==> src/sv/assert_macros.svh <==
// Assertion helpers shared by the RTL. Every check is sampled on the rising
// edge of clock and is switched off while reset is high.
`ifndef ASSERT_MACROS_SVH
`define ASSERT_MACROS_SVH

// Same-cycle implication.
`define ASSERT_IMPLIES(label, ante, cons, msg) \
   label: assert property (@(posedge clock) disable iff (reset) (ante) |-> (cons)) \
      else $error(msg);

// Next-cycle implication.
`define ASSERT_NEXT(label, ante, cons, msg) \
   label: assert property (@(posedge clock) disable iff (reset) (ante) |=> (cons)) \
      else $error(msg);

`endif

==> src/sv/bsc_ffs.sv <==
// Lowest set bit of a word: isolate it, then encode the one-hot result.
module bsc_ffs #(
   parameter int WORD_BITS = 32
) (
   input  logic [WORD_BITS-1:0]         word,
   output logic                         any,
   output logic [$clog2(WORD_BITS)-1:0] pos
);

   localparam int SEL_BITS = $clog2(WORD_BITS);

   logic [WORD_BITS-1:0] lowest;

   // Two's complement trick leaves only the lowest one
   assign lowest = word & (~word + {{(WORD_BITS-1){1'b0}}, 1'b1});
   assign any    = |word;

   // One-hot to binary: each output bit ORs the positions that carry it
   always_comb begin
      pos = '0;
      for (int j = 0; j < SEL_BITS; j++) begin
         for (int i = 0; i < WORD_BITS; i++) begin
            if (((i >> j) & 1) == 1) begin
               pos[j] = pos[j] | lowest[i];
            end
         end
      end
   end

endmodule

==> config.mk <==
export PLATFORM = sky130hd
export DESIGN_NAME = bsc_ffs
export DESIGN_NICKNAME = d
export VERILOG_FILES = /design/src/sv/assert_macros.svh /design/src/sv/bsc_ffs.sv
export SDC_FILE = /design/constraint.sdc
export NUM_CORES = 1
export LEC_CHECK = 0
export ABC_CLOCK_PERIOD_IN_PS = 2390
export BUFFER_PORTS_ARGS = -buffer_cell sky130_fd_sc_hd__buf_2
export CAP_MARGIN = 25
export CORE_AREA = 3 3 40 42
export DETAILED_ROUTE_END_ITERATION = 16
export DIE_AREA = 0 0 43 45
export PLACE_DENSITY_LB_ADDON = 0.08
export SLEW_MARGIN = 20
export SYNTH_ARGS = -nofsm -noshare
export SYNTH_HDL_FRONTEND = slang
export SYNTH_SLANG_ARGS = --single-unit
==> constraint.sdc <==
create_clock -name vclk -period 2.39
set_clock_uncertainty 0.05 [all_clocks]
set_input_delay 0.3585 -clock vclk [all_inputs]
set_output_delay 0.3585 -clock vclk [all_outputs]
set_load 0.01 [all_outputs]
==> results.cfg, run 1 <==
[detailed_routing]
detail_route.wirelength_um = 1631
drt.antenna.violating_nets = 0
via_per_inst = 5.596
routed_wire_length_per_instance_um = 11.17
detail_route.iter0.violations = 16
dr.pass1.iters = 4
drcViolationCount = 0
route.vias.total = 817

[timing]
post-route-period-util_pct = 89.46
fin_crit_ns = 2.138
fin_tns_setup_ns = 0
worst-slew-pin-transition_ns = 0.4343
hold_slack_ns = 0.9865
rsz_0062_raised_after_global_routing = no
timing.final.setup_violations = 0
hold_viol_final = 0
slew_violations = 0
maxClockFrequency_ghz = 0.4677
slew_headroom_pct = 70.78

[final_layout]
layout.nets = 165
diodes = 0
layout.filler_cells = 153
n_clock_buffer = 0
seq_cell_count = 0
layout-drive-gt1-share_pct = 32.06
ff_latch_area_sq_um = 0
synthToLayoutAreaGrowth_pct = 38.93
layoutNonFillerInstCount = 146

[worst_setup_path]
critPathArrivalTime_ns = 1.73
worstPathRequired_ns = 1.98
timing.setup.critical_path_class = input port to output pin
endpoint_kind = output pin
crit_path_max_fanout = 5
crit_path_launch_type = input port

[placed_design]
place.detailed.hpwl_um = 1465
place_congestion = 0.8735
port-buffer-count = 38
placedCellCount = 146

[synthesis]
netlist-cell-type-count = 29
synthTopCellsByArea = sky130_fd_sc_hd__nor2_1 (11%), sky130_fd_sc_hd__inv_1 (7.7%), sky130_fd_sc_hd__a21oi_1 (7.5%), sky130_fd_sc_hd__nor3_1 (7.5%), sky130_fd_sc_hd__o211ai_1 (7.0%)
syn-instance-count = 93
synthMostInstantiatedCell = sky130_fd_sc_hd__nor2_1
post_synth_instance_area_sq_um = 536.8
synthesis.area_per_instance_sq_um = 5.772
synth_common_cells = sky130_fd_sc_hd__nor2_1 (16), sky130_fd_sc_hd__inv_1 (11), sky130_fd_sc_hd__a21oi_1 (8), sky130_fd_sc_hd__nor3_1 (8), sky130_fd_sc_hd__nand2_1 (6)
post-synth-top-area-fraction_pct = 11.19
synth_seq_area_share_pct = 0
synth_top_area_cell = sky130_fd_sc_hd__nor2_1
syn_nets = 125
synth-warning-count = 0

[floorplan]
io_pins = 38
fp-row-count = 13
overall_die_area_sq_um = 1935
chipWidth_um = 43
initial_utilization_pct = 41.77
die_height_um = 45
floorplan.core_area_sq_um = 1285

[pwr]
net_switching_power_uw = 48.71
power.ir.vdd_worst_uv = 48.05
p_clk_share_pct = 0
switching_share_pct = 55.09
combPwrFrac_pct = 100.0
p_per_area_nw_per_um2 = 118.6
power.sequential.fraction_pct = 0
total_leakage_power_nw = 0.3488
internal_power_uw = 39.70

[clock_network]
post_cts_hold_buffer_count = 0
post_cts_resized = 0
postCtsSetupRepairBufs = 0

[global_route]
grt_start_max_net_pins = 6
antenna_found_initial = 0
wire_length_of_the_first_global_routing_pass_um = 2559
first_global_vias = 723
globalRouteTotalUtil_pct = 16.09
grt-ovfl-total = 0

[worst_hold_path]
holdCritPathClass = input port to output pin
timing.hold.worst_path_depth = 4

[outcome]
outcome = finished clean

[job]
timing.max_cap.violations = 0
cells in the final DEF (no fill, tap or decap):
master and count:
sky130_fd_sc_hd__nand4_1 1, sky130_fd_sc_hd__o21ai_0 3, sky130_fd_sc_hd__or4b_1 1, sky130_fd_sc_hd__nand2_1 6, sky130_fd_sc_hd__o21ai_1 2, sky130_fd_sc_hd__nor3b_1 1
sky130_fd_sc_hd__o21bai_1 2, sky130_fd_sc_hd__a31oi_1 1, sky130_fd_sc_hd__nor2b_1 4, sky130_fd_sc_hd__nor4_1 4, sky130_fd_sc_hd__nand4b_4 1, sky130_fd_sc_hd__o211ai_1 5
sky130_fd_sc_hd__o22ai_1 1, sky130_fd_sc_hd__o41ai_1 1, sky130_fd_sc_hd__o31ai_1 4, sky130_fd_sc_hd__a21oi_1 8, sky130_fd_sc_hd__a211oi_1 2, sky130_fd_sc_hd__o311ai_0 1
sky130_fd_sc_hd__nor2_2 1, sky130_fd_sc_hd__inv_1 11, sky130_fd_sc_hd__nor4_4 1, sky130_fd_sc_hd__nor3_1 8, sky130_fd_sc_hd__buf_2 38, sky130_fd_sc_hd__nor2_1 16
sky130_fd_sc_hd__and2_1 1, sky130_fd_sc_hd__a311oi_1 1, sky130_fd_sc_hd__nand3b_1 1, sky130_fd_sc_hd__or2_2 1, sky130_fd_sc_hd__a2111o_1 1, sky130_fd_sc_hd__nand3_1 3
layer usage:
metal | routed length [um] | global-route usage [%]
met1 | 703 | 17.38
met2 | 812 | 34.73
met3 | 115 | 1.195
met4 | 0 | 1.205
met5 | 0 | 0
layout make-up:
class	instances	area [sq um]	share of cell area, %
Multi-Input combinational cell	82	495.5	66.44
Timing Repair Buffer	38	190.2	25.50
Inverter	11	41.29	5.537
Tap cell	15	18.77	2.517
kinds of logic after synthesis:
logic type      Yosys count  synth area share [%]
compound gates           32                 39.63
simple gates             50                 52.68
buf+inv                  11                 7.692
worst paths after layout:
path | slack [ns] | startpoint | endpoint
setup / recovery | 0.25 | word[23] | pos[3]
hold / removal | 0.99 | word[31] | any
stage by stage:
step	util (%)	total power [mW]	setup WS [ns]	cell area (sq um)
floorplan	-	0.03773	0.5863	536.8
global placement	58.03	0.08720	0.2232	745.7
detailed placement	58.03	0.08842	0.2523	745.7
global route	58.03	0.09985	0.1174	745.7
CTS	58.03	0.08883	0.2513	745.7
finish	58.03	0.08841	0.2520	745.7
power by group through the flow:
| stage | registers [mW] | clock network (mW) | logic [mW] |
|---|---|---|---|
| 5_1_grt | 0 | 0 | 0.0998 |
| 6_report | 0 | 0 | 0.0884 |
| 3_5_place_dp | 0 | 0 | 0.0884 |
| 3_3_place_gp | 0 | 0 | 0.0872 |
| 2_1_floorplan | 0 | 0 | 0.0377 |
| 4_1_cts | 0 | 0 | 0.0888 |
worst max-delay path, cell delays in order:
cell	delay (ns)
sky130_fd_sc_hd__buf_2	0.12
sky130_fd_sc_hd__nor4_1	0.43
sky130_fd_sc_hd__o211ai_1	0.21
sky130_fd_sc_hd__nor4_1	0.24
sky130_fd_sc_hd__o21ai_1	0.12
sky130_fd_sc_hd__o211ai_1	0.09
sky130_fd_sc_hd__buf_2	0.16
Note: power is estimated with default switching activity, not from simulation.
==> run 2: changes to the inputs <==
- BUFFER_PORTS_ARGS: -buffer_cell sky130_fd_sc_hd__buf_2 -> -buffer_cell sky130_fd_sc_hd__buf_4
- RECOVER_POWER: unset -> 50
==> results.cfg, run 2 (synthesis results as in run 1) <==
[timing]
post-route-period-util_pct = 90.98
timing.final.setup_violations = 0
maxClockFrequency_ghz = 0.4599
final_worst_path_setup_slack_ns = 0.2156
fin_tns_setup_ns = 0
slew_violations = 0
fin_crit_ns = 2.174
worst-slew-pin-transition_ns = 0.5037
hold_slack_ns = 0.9867
slew_headroom_pct = 66.11
hold_viol_final = 0
rsz_0062_raised_after_global_routing = no

[pwr]
p_clk_share_pct = 0
net_switching_power_uw = 50.06
power.sequential.fraction_pct = 0
power.ir.vdd_worst_uv = 66.11
combPwrFrac_pct = 100.0
power.total_uw = 106.2
total_leakage_power_nw = 0.3748
internal_power_uw = 56.16
p_per_area_nw_per_um2 = 126.9
switching_share_pct = 47.13

[worst_setup_path]
worstPathRequired_ns = 1.98
critPathArrivalTime_ns = 1.77
cpMostUsedCell = sky130_fd_sc_hd__buf_4
cpMaxStageDelayCell = sky130_fd_sc_hd__nor4_4
endpoint_kind = output pin
crit_path_launch_type = input port
crit_path_max_fanout = 5
crit_path_cell_trace = buf_4 -> nor4_4 -> nand4b_4 -> nor2_2 -> nand2_1 -> o211ai_1 -> buf_4
timing.setup.critical_path_class = input port to output pin
cp_num_buf_inv = 2
cpLargestDelayFamily = simple AND/OR/NAND/NOR gates
critPathMaxStageDelay_ns = 0.38

[global_route]
wire_length_of_the_first_global_routing_pass_um = 2856
first_global_vias = 734
antenna_found_initial = 0
grt-ovfl-total = 0
grt_start_max_net_pins = 6
globalRouteTotalUtil_pct = 18.41

[outcome]
outcome = finished clean

[placed_design]
port-buffer-count = 38
placedCellCount = 146
dpl_worst_slack_ns = 0.2324
area_after_dpl_sq_um = 840.8
place_congestion = 0.8764
place.detailed.hpwl_um = 1628

[detailed_routing]
drcViolationCount = 0
drt.antenna.violating_nets = 0
detail_route.iter0.violations = 9
route.vias.total = 845
detail_route.wirelength_um = 1801
routed_wire_length_per_instance_um = 12.34
dr.pass1.iters = 4
via_per_inst = 5.788

[final_layout]
post-route-cell-area_sq_um = 837.1
synthToLayoutAreaGrowth_pct = 55.94
layout.core_utilization_pct = 65.14
diodes = 0
seq_cell_count = 0
layoutNonFillerInstCount = 146
layout.cells.most_common = sky130_fd_sc_hd__buf_4
n_clock_buffer = 0
ff_latch_area_sq_um = 0
layout-drive-gt1-share_pct = 31.30
final_cell_mix = sky130_fd_sc_hd__buf_4 (37), sky130_fd_sc_hd__nor2_1 (16), sky130_fd_sc_hd__inv_1 (11)
layout.nets = 165
layout.filler_cells = 137

[clock_network]
postCtsSetupRepairBufs = 0
post_cts_resized = 0
post_cts_hold_buffer_count = 0

[floorplan]
io_pins = 38
initial_utilization_pct = 41.77
overall_die_area_sq_um = 1935
floorplan.core_area_sq_um = 1285
chipWidth_um = 43
fp-row-count = 13
die_height_um = 45

[worst_hold_path]
holdCritPathClass = input port to output pin

[job]
timing.max_cap.violations = 0
==> run 2: cell count changes in the layout (fill, tap and decap cells not counted), sizes merged <==
cell	before	now
buf	38	37
clkbuf	0	1
==> run 2: final timing paths <==
path | to | startpoint | depth (start not counted) | slack, ns
setup / recovery | pos[3] | word[3] | 7 | 0.22
hold / removal | any | word[31] | 4 | 0.99
==> run 2: cell type report <==
class	count	area [sq um]	share of cell area (%)
multi-input cells	82	495.5	59.19
repair buffers	38	281.5	33.63
inverters	11	41.29	4.933
well taps	15	18.77	2.242
==> run 2: per-layer routing <==
metal | GRT usage, % | up-vias | share of wire (%)
met3 | 0.7968 | 0 | 8.8
met4 | 0 | 0 | 0
met2 | 39.22 | 30 | 52
li1 | - | 437 | -
met5 | 0 | - | 0
met1 | 21.19 | 378 | 39
==> run 2: power groups by stage <==
stage / Clock (mW) / Sequential, mW / Combinational (mW)
finish: 0 / 0 / 0.106
global route: 0 / 0 / 0.118
CTS: 0 / 0 / 0.107
detailed placement: 0 / 0 / 0.106
global placement: 0 / 0 / 0.104
floorplan: 0 / 0 / 0.0377
